## src/design/accalu_pkg.sv

```systemverilog
package accalu_pkg;

  // Operation codes carried in the action field
  typedef enum logic [3:0] {
    ACT_ADD   = 4'd0,
    ACT_ADC   = 4'd1,
    ACT_SUB   = 4'd2,
    ACT_SBC   = 4'd3,
    ACT_CP    = 4'd4,
    ACT_INC8  = 4'd5,
    ACT_DEC8  = 4'd6,
    ACT_ADDHL = 4'd7,
    ACT_ADDSP = 4'd8,
    ACT_INC16 = 4'd9,
    ACT_DEC16 = 4'd10,
    ACT_CCF   = 4'd11,
    ACT_SCF   = 4'd12
  } action_t;

  // Operand source codes (code 3 behaves like immediate)
  localparam logic [1:0] SRC_REG = 2'd0;
  localparam logic [1:0] SRC_MEM = 2'd1;
  localparam logic [1:0] SRC_IMM = 2'd2;

  localparam int ActW   = 4;
  localparam int WordW  = 16;
  localparam int SrcW   = 2;
  localparam int CycW   = 3;

  // Flag register, Z in the top bit down to C
  typedef struct packed {
    logic z;
    logic n;
    logic h;
    logic c;
  } flags_t;

  // One decoded instruction held in the input register
  typedef struct packed {
    logic [ActW-1:0]  act;
    logic [WordW-1:0] operand;
    logic [WordW-1:0] base_word;
    logic [SrcW-1:0]  src;
  } req_t;

  // Everything the execute logic produces for one word
  typedef struct packed {
    logic [7:0]       acc;
    flags_t           flags;
    logic [WordW-1:0] word;
    logic [CycW-1:0]  cycles;
  } res_t;

endpackage

```

## src/design/accumulator_alu_with_flags_unit.sv

```systemverilog
// SM83-style accumulator ALU. Each input word carries one operation (ADD, ADC,
// SUB, SBC, CP, INC8, DEC8, ADD HL, ADD SP, INC16, DEC16, CCF, SCF), its operand,
// the HL/SP base word and the operand source; the block keeps A and the ZNHC
// flags and returns for each word the new A, the flags, a 16-bit result for
// the inc/dec or pointer target, and the instruction's machine-cycle count.
// Unknown action codes leave A and the flags alone and report one cycle.
// Throughput is one word per clock while no result waits on m_axis_tready.
// An accepted word passes the input register, then execute into the output
// register, where the result word goes valid.
// While a result waits on m_axis_tready a word in the input register is held
// and s_axis_tready stays low; an empty input register can still take one word.
// A and the flags update in the same edge that loads the output register, so
// a word that follows immediately already sees the previous result.
// Reset clears A and all flags.
module accumulator_alu_with_flags_unit (
  input  logic        clk,
  input  logic        rst,
  input  logic        s_axis_tvalid,
  output logic        s_axis_tready,
  // [3:0] action, [19:4] operand, [35:20] base_word, [39:36] zero
  input  logic [39:0] s_axis_tdata,
  // [1:0] operand_source
  input  logic [1:0]  s_axis_tuser,
  output logic        m_axis_tvalid,
  input  logic        m_axis_tready,
  // [7:0] acc_out, [8] flag_zero, [9] flag_subtract, [10] flag_half,
  // [11] flag_carry, [27:12] result_word, [30:28] machine_cycles, [31] zero
  output logic [31:0] m_axis_tdata
);

  // input register
  logic               in_valid;
  accalu_pkg::req_t   in_req;

  // architectural state
  logic [7:0]         accumulator;
  accalu_pkg::flags_t flag_bits;

  // output register
  logic               out_valid;
  accalu_pkg::res_t   out_res;

  accalu_pkg::res_t   exec_res;
  logic               advance;

  // the execute stage moves whenever the output register is free or draining
  assign advance       = in_valid && (!out_valid || m_axis_tready);
  assign s_axis_tready = !in_valid || advance;

  accalu_exec u_exec (
    .req   (in_req),
    .acc   (accumulator),
    .flags (flag_bits),
    .res   (exec_res)
  );

  always_ff @(posedge clk) begin
    if (rst) begin
      in_valid <= 1'b0;
    end else if (s_axis_tready) begin
      in_valid <= s_axis_tvalid;
    end
  end

  always_ff @(posedge clk) begin
    if (s_axis_tvalid && s_axis_tready) begin
      in_req.act       <= s_axis_tdata[3:0];
      in_req.operand   <= s_axis_tdata[19:4];
      in_req.base_word <= s_axis_tdata[35:20];
      in_req.src       <= s_axis_tuser;
    end
  end

  // state commits exactly once per word, when it leaves execute
  always_ff @(posedge clk) begin
    if (rst) begin
      accumulator <= '0;
      flag_bits   <= '0;
    end else if (advance) begin
      accumulator <= exec_res.acc;
      flag_bits   <= exec_res.flags;
    end
  end

  always_ff @(posedge clk) begin
    if (rst) begin
      out_valid <= 1'b0;
    end else if (advance) begin
      out_valid <= 1'b1;
    end else if (m_axis_tready) begin
      out_valid <= 1'b0;
    end
  end

  always_ff @(posedge clk) begin
    if (advance) begin
      out_res <= exec_res;
    end
  end

  assign m_axis_tvalid = out_valid;
  assign m_axis_tdata  = {1'b0, out_res.cycles, out_res.word, out_res.flags.c,
                          out_res.flags.h, out_res.flags.n, out_res.flags.z,
                          out_res.acc};

endmodule

```

## src/design/accalu_exec.sv

```systemverilog
module accalu_exec (
  input  accalu_pkg::req_t   req,
  input  logic [7:0]         acc,
  input  accalu_pkg::flags_t flags,
  output accalu_pkg::res_t   res
);

  logic [7:0]  v;
  logic        cin;
  logic [8:0]  sum8;
  logic [4:0]  sum4;
  logic [8:0]  dif8;
  logic [4:0]  dif4;
  logic [7:0]  inc8;
  logic [7:0]  dec8;
  logic [16:0] sum16;
  logic [12:0] sum12;
  logic [15:0] ext;
  logic [8:0]  splo8;
  logic [4:0]  splo4;
  logic [2:0]  alu_cyc;
  logic [2:0]  mem_cyc;

  assign v     = req.operand[7:0];
  assign sum8  = {1'b0, acc} + {1'b0, v} + {8'd0, cin};
  assign sum4  = {1'b0, acc[3:0]} + {1'b0, v[3:0]} + {4'd0, cin};
  assign dif8  = {1'b0, acc} - {1'b0, v} - {8'd0, cin};
  assign dif4  = {1'b0, acc[3:0]} - {1'b0, v[3:0]} - {4'd0, cin};
  assign inc8  = v + 8'd1;
  assign dec8  = v - 8'd1;
  assign sum16 = {1'b0, req.base_word} + {1'b0, req.operand};
  assign sum12 = {1'b0, req.base_word[11:0]} + {1'b0, req.operand[11:0]};
  assign ext   = {{8{v[7]}}, v};
  assign splo8 = {1'b0, req.base_word[7:0]} + {1'b0, v};
  assign splo4 = {1'b0, req.base_word[3:0]} + {1'b0, v[3:0]};
  assign alu_cyc = (req.src == accalu_pkg::SRC_REG) ? 3'd1 : 3'd2;
  assign mem_cyc = (req.src == accalu_pkg::SRC_MEM) ? 3'd3 : 3'd1;

  // carry/borrow in only for the with-carry forms
  always_comb begin
    case (accalu_pkg::action_t'(req.act))
      accalu_pkg::ACT_ADC, accalu_pkg::ACT_SBC: cin = flags.c;
      default:                                  cin = 1'b0;
    endcase
  end

  always_comb begin
    res.acc    = acc;
    res.flags  = flags;
    res.word   = '0;
    res.cycles = 3'd1;
    case (accalu_pkg::action_t'(req.act))
      accalu_pkg::ACT_ADD, accalu_pkg::ACT_ADC: begin
        res.acc    = sum8[7:0];
        res.flags  = '{z: (sum8[7:0] == 8'd0), n: 1'b0, h: sum4[4], c: sum8[8]};
        res.cycles = alu_cyc;
      end
      accalu_pkg::ACT_SUB, accalu_pkg::ACT_SBC: begin
        res.acc    = dif8[7:0];
        res.flags  = '{z: (dif8[7:0] == 8'd0), n: 1'b1, h: dif4[4], c: dif8[8]};
        res.cycles = alu_cyc;
      end
      accalu_pkg::ACT_CP: begin
        res.flags  = '{z: (dif8[7:0] == 8'd0), n: 1'b1, h: dif4[4], c: dif8[8]};
        res.cycles = alu_cyc;
      end
      accalu_pkg::ACT_INC8: begin
        res.flags  = '{z: (inc8 == 8'd0), n: 1'b0, h: (v[3:0] == 4'hF), c: flags.c};
        res.word   = {8'd0, inc8};
        res.cycles = mem_cyc;
      end
      accalu_pkg::ACT_DEC8: begin
        res.flags  = '{z: (dec8 == 8'd0), n: 1'b1, h: (v[3:0] == 4'h0), c: flags.c};
        res.word   = {8'd0, dec8};
        res.cycles = mem_cyc;
      end
      accalu_pkg::ACT_ADDHL: begin
        res.flags  = '{z: flags.z, n: 1'b0, h: sum12[12], c: sum16[16]};
        res.word   = sum16[15:0];
        res.cycles = 3'd2;
      end
      accalu_pkg::ACT_ADDSP: begin
        res.flags  = '{z: 1'b0, n: 1'b0, h: splo4[4], c: splo8[8]};
        res.word   = req.base_word + ext;
        res.cycles = 3'd4;
      end
      accalu_pkg::ACT_INC16: begin
        res.word   = req.operand + 16'd1;
        res.cycles = 3'd2;
      end
      accalu_pkg::ACT_DEC16: begin
        res.word   = req.operand - 16'd1;
        res.cycles = 3'd2;
      end
      accalu_pkg::ACT_CCF: begin
        res.flags  = '{z: flags.z, n: 1'b0, h: 1'b0, c: ~flags.c};
      end
      accalu_pkg::ACT_SCF: begin
        res.flags  = '{z: flags.z, n: 1'b0, h: 1'b0, c: 1'b1};
      end
      default: begin
        res.acc = acc;  // unknown codes change nothing
      end
    endcase
  end

endmodule
```

## config.mk

```make
export PLATFORM = sky130hd
export DESIGN_NAME = accumulator_alu_with_flags_unit
export DESIGN_NICKNAME = d
export VERILOG_FILES = /design/src/design/accalu_pkg.sv /design/src/design/accumulator_alu_with_flags_unit.sv /design/src/design/accalu_exec.sv
export SDC_FILE = /design/constraint.sdc
export NUM_CORES = 1
export LEC_CHECK = 0
export BUFFER_PORTS_ARGS = -buffer_cell sky130_fd_sc_hd__buf_2
export CORE_MARGIN = 10
export CORE_UTILIZATION = 42
export CTS_CLUSTER_SIZE = 8
export DETAILED_ROUTE_END_ITERATION = 12
export REMOVE_ABC_BUFFERS = 1
export SLEW_MARGIN = 0
export SYNTH_ARGS = -nofsm -noshare
export SYNTH_HDL_FRONTEND = slang
export SYNTH_HIERARCHICAL = 1
export SYNTH_SLANG_ARGS = --single-unit
```

## constraint.sdc

```tcl
create_clock -name clk -period 4.5 [get_ports clk]
set_clock_uncertainty 0.1 [all_clocks]
set_input_delay 0.225 -clock clk [delete_from_list [all_inputs] [get_ports clk]]
set_output_delay 0.225 -clock clk [all_outputs]
set_load 0.03 [all_outputs]
```

======== Word-level counts from Yosys, hierarchy flattened ========
Cells that the tools add are included.
storage, ports and cells
  register bits ........................... 83
  output and inout bits ................... 34
  input port bits ......................... 46
operators by class
  reductions and logical operators ........ 21
  multiplexer cells ....................... 9
  bitwise logic cells ..................... 1
  eq/ne operators ......................... 14
  $add $sub $neg .......................... 17
operator list
  cell                     count
  $pmux W16 S6             1
  $logic_not A8 Y1         4
  $pmux W4 S8              1
  $eq A4 B4 Y1 const B     6
  $add A8 B8 Y9            2
  $add A16 B16 Y17         1
  $add A16 B1 Y16 const B  1
  $add A16 B16 Y16         1
  $eq A4 B3 Y1 const B     4
  $pmux W8 S2              1
  $sub A16 B1 Y16 const B  1
  $add A12 B12 Y13         1
  $pmux W3 S4              1
  $add A4 B4 Y5            2
  $add A9 B1 Y9            1
  $sub A8 B8 Y9            1
  $sub A9 B1 Y9            1
  $add A8 B1 Y8 const B    1
  $eq A4 B2 Y1 const B     2
  $logic_not A4 Y1         2
  $reduce_or A2 Y1         4
  $sub A8 B1 Y8 const B    1
  $reduce_or A3 Y1         2
  $add A5 B1 Y5            1
  other kinds (13)         19

======== Depth between registers and ports, before layout ========
Gate-level depths: netlist (run 1).
  depth in word-level cells ............... 6
  mapped depth ............................ 15
  mapped depth without buffers ............ 14

======== Cells and area by module ========
The synthesis (run 1) kept the hierarchy.
by module, submodules not included
  module                           instances  area each (um^2)  cells each  sequential area each (um^2)
  accalu_exec                      1          4073.9            578         0.0
  accumulator_alu_with_flags_unit  1          2720.1            133         2352.3

======== Worst setup path after synthesis (run 1) ========
OpenSTA, ideal clock, no wires.
  path kind ............................... register -> register
  start point ............................. register in_req[36] (netlist bit)
  end point ............................... register out_res, in the netlist m_axis_tdata[24] (data pin)
  library setup time ...................... 267 ps
  data required time ...................... 4133 ps
  arrival time ............................ 3093 ps
  period minus slack after synthesis ...... 3460 ps
  stages on the path, launching flop included .. 11
  path slack .............................. 1040 ps
  buffers on the path ..................... 1
  cells stage by stage .................... edfxtp_1 clkbuf_1 nand2b_1 nor2_1 ha_1 a21o_1 a221oi_1 o21bai_1 a31oi_1 mux2i_1 o211ai_1
RTL lines
  element               line                                   source
  start, declared       accumulator_alu_with_flags_unit.sv:33  accalu_pkg::req_t in_req;
  end signal, assigned  accumulator_alu_with_flags_unit.sv:97  out_res <= exec_res;
  end, declared         accumulator_alu_with_flags_unit.sv:41  accalu_pkg::res_t out_res;

==> summary.txt, run 1 <==
Outcome
  – Status: complete, no violations

Layout
  – Antenna diodes: 0
  – Register area: about 2400 um^2
  – Multi-input logic area: roughly 4200 um^2
  – P&R area growth vs syn: 19.2%
  – Filler cells: roughly 1500
  – Nets: 934
  – Layout cell share with drive strength beyond 1: 15.1%

Logic synthesis
  – Post-synthesis sequential area ratio: 34.6%
  – Ys flop type: edfxtp_1
  – Mapped Area: roughly 6800 um^2
  – Share of flip-flops with an asynchronous set or reset: 0%
  – Synth top area share: between 30% and 40%
  – Ys Warns: 6
  – Dominant cells by area after synthesis: edfxtp_1 30%, ha_1 11%, xnor2_1 4.3%, dfxtp_1 4.1%, mux2i_1 3.5%
  – Yosys cell types: 78
  – Post-Synthesis Cells: 711
  – Synth Register Bits: 83
  – Leading area contributor after synthesis: edfxtp_1
  – Count of flip-flops with a built-in enable after synthesis: 69
  – Synthesized area per cell: roughly 9.6 um^2

Clock tree
  – Hold Buf Count CTS: 38
  – CTS Sinks: 83
  – Deepest clock path buffer count: 2
  – Post-CTS setup buffers: 0
  – CTS tree: yes
  – Clock root buffer master: clkbuf_16
  – Inserted Clock Buffers: 9
  – Clock Latency Late Sink: between 300 and 400 ps
  – H-Tree Depth: 3
  – Post-CTS sizing: 0
  – Worst-path clk slew: roughly 60 ps

Timing
  – Worst slew pin tran: 1160 ps
  – Hold WS: 84.9 ps
  – Setup_tns: 0 ps
  – Hold Vio Cnt, Final: 0
  – Relative slew slack: approximately 22%
  – Slew Viols, Final: 0
  – Period utilisation layout: 81.0%
  – Max Freq: ~270 MHz
  – RSZ-0062 raised after global routing: false
  – Setup slack after layout: between 800 and 900 ps
  – Final Critical Period: 3640 ps
  – Final setup fails: 0

Place
  – Hpwl dp: 14200 um
  – Buffers added on ports: 74
  – Dpl ws: between 800 and 900 ps
  – Final RePlAce weighted congestion: 0.919

Routing
  – Post-route ant nets: 0
  – DR vias/cell: 5.69
  – Vias after detailed routing: about 5900
  – Residual DRC: 0
  – Initial drt markers: about 520
  – WL final: about 19000 um
  – Drt first pass iters: 5
  – DR WL/cell: 18.3 um

Global routing
  – Vias in the first global route: roughly 5700
  – First-pass GRT wire length: approximately 30000 um
  – Initial antenna violation count: 0
  – Pin count of the biggest net entering global routing: 39
  – GR Overflow Total: 0
  – GRT Total Usage: between 10% and 20%

Setup path
  – Reg-to-Reg End: flag_bits[0]$_SDFFE_PP0P_
  – Worst reg-to-reg path cell count: 13
  – WP data required: 4610 ps
  – Capture point of the worst path: flag_bits[0]$_SDFFE_PP0P_
  – Setup crit start: in_req[36]$_DFFE_PP_
  – CP Max Fanout: 13
  – Worst setup path class: flip-flop to flip-flop
  – CP arrival: roughly 3800 ps
  – CP peak stage delay: around 560 ps
  – Crit end category: flip-flop
  – R2R Setup Slk: 860 ps
  – Startpoint types: flip-flop
  – Max stage delay cell, worst path: edfxtp_1
  – Worst reg2reg path startpoint: in_req[36]$_DFFE_PP_
  – Crit-path cells: nor2_1, buf_4, nand3_1, fa_1, fa_1, nand2b_1, a21oi_1, a21oi_1, a31oi_1, xor2_1, a211o_1, nand2b_1, mux2i_1

Pwr
  – Maximum vdd drop: between 150 and 200 uV
  – Lkg Pwr: 3.38 nW
  – Power Density: ~300 nW/um^2

Floorplan
  – Die area: between 20000 and 25000 um^2
  – Die H: approximately 150 um
  – Row cnt: 46
  – I/O pin count: 80
  – Initial Util: between 40% and 50%
  – Core area: approximately 16000 um^2
  – Die X: 147 um

Job
  – Max-cap violations: 0

Min path
  – Hold/Removal Path Class: primary input to flip-flop
-- worst max-delay path, delay by kind of cell, from the launching register on --
family,cells,cell delay [ps]
simple gates,4,570
flops,1,560
compound gates,4,1070
mux,1,60
fa+ha+maj,2,880
xor+xnor,1,100
buf+inv,1,180
-- cell families (layout without fill, tap and decap cells) --
family / after synthesis / in the layout / synth area share [%]
other cells: 1 / 1 / 0.0552
buf+inv: 55 / 170 / 4.07
simple gates: 242 / 242 / 18.6
mux: 25 / 25 / 3.70
fa+ha+maj: 67 / 67 / 13.0
flops: 83 / 83 / 34.6
xor+xnor: 47 / 47 / 6.06
compound gates: 191 / 191 / 19.9
-- sequential cells by signal, summed over array words and instances, names as in the netlist --
signal         flops
in_req            38
m_axis_tvalid      1
in_valid           1
accumulator        8
flag_bits          4
m_axis_tdata      31
-- placed cells by master (no fill, tap or decap), types with 7 or more instances in the layout --
| cell type | count |
|---|---|
| buf_2 | 74 |
| edfxtp_1 | 69 |
| ha_1 | 61 |
| nor2_1 | 54 |
| nand2_1 | 48 |
| a21oi_1 | 42 |
| dlygate4sd3_1 | 38 |
| o21ai_0 | 37 |
| nand2b_1 | 33 |
| xnor2_1 | 33 |
| inv_1 | 30 |
| mux2i_1 | 24 |
| nor3_1 | 20 |
| nand3_1 | 19 |
| a21o_1 | 16 |
| dfxtp_1 | 14 |
| xor2_1 | 14 |
| buf_4 | 12 |
| a31oi_1 | 10 |
| and3_1 | 10 |
| clkbuf_16 | 9 |
| a211oi_1 | 9 |
| nand4_1 | 9 |
| nor2b_1 | 8 |
| or3_1 | 8 |
| o221ai_1 | 7 |
-- worst min-delay path by stage --
stage | start | to | slack (ps) | depth (start not counted)
after floorplan | rst | in_valid$_SDFFE_PP0P_ | 190 | 1
after global placement | s_axis_tdata[23] | in_req[5]$_DFFE_PP_ | 300 | 1
after detailed placement | s_axis_tdata[8] | in_req[22]$_DFFE_PP_ | 300 | 1
after CTS | s_axis_tvalid | in_valid$_SDFFE_PP0P_ | 80 | 3
after global routing | s_axis_tvalid | in_valid$_SDFFE_PP0P_ | 90 | 3
final | s_axis_tvalid | in_valid$_SDFFE_PP0P_ | 80 | 3
-- routing by layer --
metal  track usage [%]  wire, um  vias to the layer above
met5                 0         0                        -
met4              4.76       238                        0
met3              4.30      1360                       25
met2              26.3      8560                      198
met1              23.0      8870                     2828
li1                  -         -                     2874
-- where the power goes --
part           switching, W  leakage, nW  internal, W
clock              0.000317        0.165     0.000541
combinational      0.000361         2.43     0.000256
sequential        0.0000360        0.781     0.000885
total              0.000714         3.38      0.00168
-- metrics by stage --
step                cells  area, um^2  utilization, %  power [W]
floorplan             686        6630               -    0.00136
global placement      988        7380            46.4    0.00151
detailed placement    988        7380            46.4    0.00152
CTS                  1042        8100            51.0    0.00241
global route         1042        8100            51.0    0.00251
finish               1042        8100            51.0    0.00240
-- cell usage after synthesis (3+ instances only) --
library cell and count:
or3_1 8, ha_1 61, edfxtp_1 69, mux2i_1 24
dfxtp_1 14, o221ai_1 7, inv_1 30, or2_2 3
nand2b_1 33, o21a_1 6, a211oi_1 9, nor3b_1 4
o22ai_1 3, nor4b_1 3, and2_1 4, a21o_1 16
nand3_1 19, nor4_1 3, nand4_1 9, xnor2_1 33
xor2_1 14, nand3b_1 3, a21oi_1 43, nor2b_1 8
a31oi_1 10, clkbuf_1 15, and3_1 10, o211ai_1 5
a211o_1 4, a221o_1 5, nor3_1 20, o31a_1 4
clkbuf_8 4, nor2_1 54, nand2_1 48, o31ai_1 5
o21ai_0 37, fa_1 6, o21bai_1 5
-- cell type report --
cell class | count | share of cell area, %
well taps | 216 | 3.34
clock buffers | 9 | 2.78
clock inverters | 7 | 1.44
inverters | 30 | 1.39
multi-input cells | 573 | 51.6
repair buffers | 124 | 10.4
flip-flops and latches | 83 | 29.0
(Power assumes the default switching activity.)
==> run 2: changes to the inputs <==
==> constraint.sdc (replaced) <==
create_clock -name clk -period 2.9 [get_ports clk]
set_clock_uncertainty 0.1 [all_clocks]
set_input_delay 0.145 -clock clk [delete_from_list [all_inputs] [get_ports clk]]
set_output_delay 0.145 -clock clk [all_outputs]
set_load 0.03 [all_outputs]
==> run 2 against run 1 <==
  * The flow now finishes with violations (setup timing)
  * Wire length increased by 17%
  * Clock-buffer cell count increased by 2
  * Via count increased by 7.6%
  * Die area unchanged
  * Combinational power increased by 96%
  * Sequential cell count unchanged
  * Power increased by 65%
  * Critical path type unchanged
==> summary.txt, run 2 (same netlist as run 1, synthesis figures left out) <==
Routing
  – Residual DRC: 0 (unchanged)
  – DR WL/cell: 19.7 um (+7.6%)
  – Post-route ant nets: 0 (unchanged)
  – WL final: 22200 um (+17%)
  – Initial drt markers: 599 (+16%)
  – Vias after detailed routing: 6377 (+7.6%)
  – DR vias/cell: 5.65 (-0.67%)
  – Drt first pass iters: 5 (unchanged)

Pwr
  – Final total power: 0.00395 W (+65%)
  – Maximum vdd drop: 335 uV (+78%)
  – Lkg Pwr: 3.86 nW (+14%)
  – Power Density: 430 nW/um^2 (+45%)

Timing
  – Worst slew pin tran: 676 ps (-481 ps)
  – Final setup fails: 8 (+8)
  – Period utilisation layout: 104% (+23 points)
  – Setup slack after layout: -122 ps (-977 ps)
  – RSZ-0062 raised after global routing: true
  – Setup_tns: -715 ps (-715 ps)
  – Slew Viols, Final: 0 (unchanged)
  – Final Critical Period: 3020 ps (-623 ps)
  – Relative slew slack: 54.9% (+33 points)
  – Hold Vio Cnt, Final: 0 (unchanged)
  – Max Freq: 331 MHz (+21%)

Layout
  – Nets: 1021 (+9.3%)
  – Max reg flops: 38 (unchanged)
  – Layout cell share with drive strength beyond 1: 29.6% (+14 points)
  – P&R area growth vs syn: 35.1%
  – Fin cells: 1129 (+8.3%)
  – Final non-filler cell area: 9180 um^2 (+13%)
  – Biggest register: in_req
  – Most common cell after layout, fill and taps aside: buf_4
  – Filler cells: 1429 (-5.2%)
  – Antenna diodes: 0 (unchanged)
  – Most frequent cells in the layout: 86 x buf_4, 75 x buf_2, 69 x edfxtp_1

Place
  – Final RePlAce weighted congestion: 0.905 (-1.5%)
  – Dpl ws: -228 ps (-1120 ps)
  – Post-DP Area: 7950 um^2 (+7.7%)
  – Cells after DPL: 1062 (+7.5%)
  – Hpwl dp: 16700 um (+18%)
  – Buffers added on ports: 74 (unchanged)

Min path
  – Hold/Removal Path Class: primary input to flip-flop

Floorplan
  – Die H: 147 um (unchanged)
  – Row cnt: 46 (unchanged)
  – Die area: 21700 um^2 (unchanged)
  – Die X: 147 um (unchanged)
  – I/O pin count: 80 (unchanged)
  – Core area: 15900 um^2 (unchanged)
  – Initial Util: 42.8% (unchanged)

Clock tree
  – CTS Sinks: 83 (unchanged)
  – Worst-path clk slew: 60 ps (about the same)
  – H-Tree Depth: 3 (unchanged)
  – Clock root buffer master: clkbuf_16
  – Deepest clock path buffer count: 2 (unchanged)
  – CTS tree: yes
  – Clock Latency Late Sink: 350 ps (about the same)
  – Inserted Clock Buffers: 9 (unchanged)

Job
  – Max-cap violations: 0 (unchanged)

Setup path
  – Worst setup path class: flip-flop to flip-flop
  – Reg-to-Reg End: flag_bits[3]$_SDFFE_PP0P_
  – WP data required: 3090 ps (-1520 ps)
  – R2R Setup Slk: -120 ps (-980 ps)
  – Capture point of the worst path: flag_bits[3]$_SDFFE_PP0P_
  – CP arrival: 3210 ps (-550 ps)
  – Startpoint types: flip-flop
  – Setup crit start: in_req[37]$_DFFE_PP_
  – Worst reg-to-reg path cell count: 13 (unchanged)
  – Crit end category: flip-flop
  – Worst reg2reg path startpoint: in_req[37]$_DFFE_PP_
  – CP Max Fanout: 3 (-10)

Global routing
  – Pin count of the biggest net entering global routing: 44 (+13%)
  – First-pass GRT wire length: 34600 um (+16%)
  – GR Overflow Total: 0 (unchanged)
  – Vias in the first global route: 6196 (+9.4%)
  – Initial antenna violation count: 0 (unchanged)
  – GRT Total Usage: 19.9% (+2.9 points)

Outcome
  – Status: finished with violations
  – Violated checks: setup timing
[run 2: cell count changes in the layout (fill, tap and decap cells not counted), moves of 10 or more]
cell / change
ha_1: -12
buf_6: +10
ha_4: +10
buf_4: +74
a21oi_1: -10
[run 2: power breakdown]
part           internal [W]  switching [W]  total, W  leakage, nW
clock network      0.000841       0.000481   0.00132        0.160
logic              0.000537       0.000668   0.00121         2.92
registers           0.00137      0.0000489   0.00142        0.781
[run 2: area by class of cell]
type | count | area, um^2 | share of cell area, %
tap | 216 | 270 | 2.94
clock inverter | 5 | 103 | 1.12
timing repair buffer | 211 | 1540 | 16.8
multi-input combinational | 573 | 4570 | 49.7
inverter | 30 | 113 | 1.23
sequential | 83 | 2350 | 25.6
clock buffer | 11 | 233 | 2.54
[run 2: stage by stage]
stage	util, %	hold slack (ps)
3_5_place_dp	50.0	223
3_3_place_gp	50.0	221
2_1_floorplan	-	114
5_1_grt	57.8	61.7
6_report	57.8	34.9
4_1_cts	56.0	22.4
[run 2: metal layers]
| layer | track usage [%] | routed length, um | share of wire, % | vias to the layer above |
|---|---|---|---|---|
| met3 | 3.47 | 1500 | 6.8 | 30 |
| met4 | 5.05 | 283 | 1.3 | 0 |
| met2 | 30.0 | 9880 | 45 | 253 |
| met5 | 0 | 0 | 0 | - |
| li1 | - | - | - | 3055 |
| met1 | 28.7 | 10500 | 47 | 3039 |
[run 2: what timing repair did]
item | in CTS | in global routing
cloned | 2 | 0
endpoints found under the setup margin | 22 | 22
pin swaps | 19 | 23
hold endpoints to repair | 39 | 0
gates resized for setup | 45 | 42
setup buffers | 3 | 8
hold buffers | 39 | 0
[run 2: how the worst min path moves through the flow]
| stage | start | to | slack [ps] | cells after the start |
|---|---|---|---|---|
| after floorplan | rst | in_valid$_SDFFE_PP0P_ | 110 | 1 |
| after global placement | s_axis_tdata[21] | in_req[3]$_DFFE_PP_ | 220 | 1 |
| after detailed placement | s_axis_tdata[5] | in_req[19]$_DFFE_PP_ | 220 | 1 |
| after CTS | m_axis_tready | m_axis_tvalid$_SDFFE_PP0P_ | 20 | 4 |
| after global routing | m_axis_tready | m_axis_tvalid$_SDFFE_PP0P_ | 60 | 4 |
| final | m_axis_tready | m_axis_tvalid$_SDFFE_PP0P_ | 30 | 4 |
[run 2: critical path, cell delays in order, from the launching register on]
cell and delay [ps]:
edfxtp_1 450, nor2_2 190, nand3_2 140, fa_2 400, fa_2 360, nand2b_4 160, a21oi_4 220, buf_6 130
xor2_2 170, nand4b_1 130, nand4bb_1 200, nand3_1 120, nand2b_1 70, mux2i_1 120
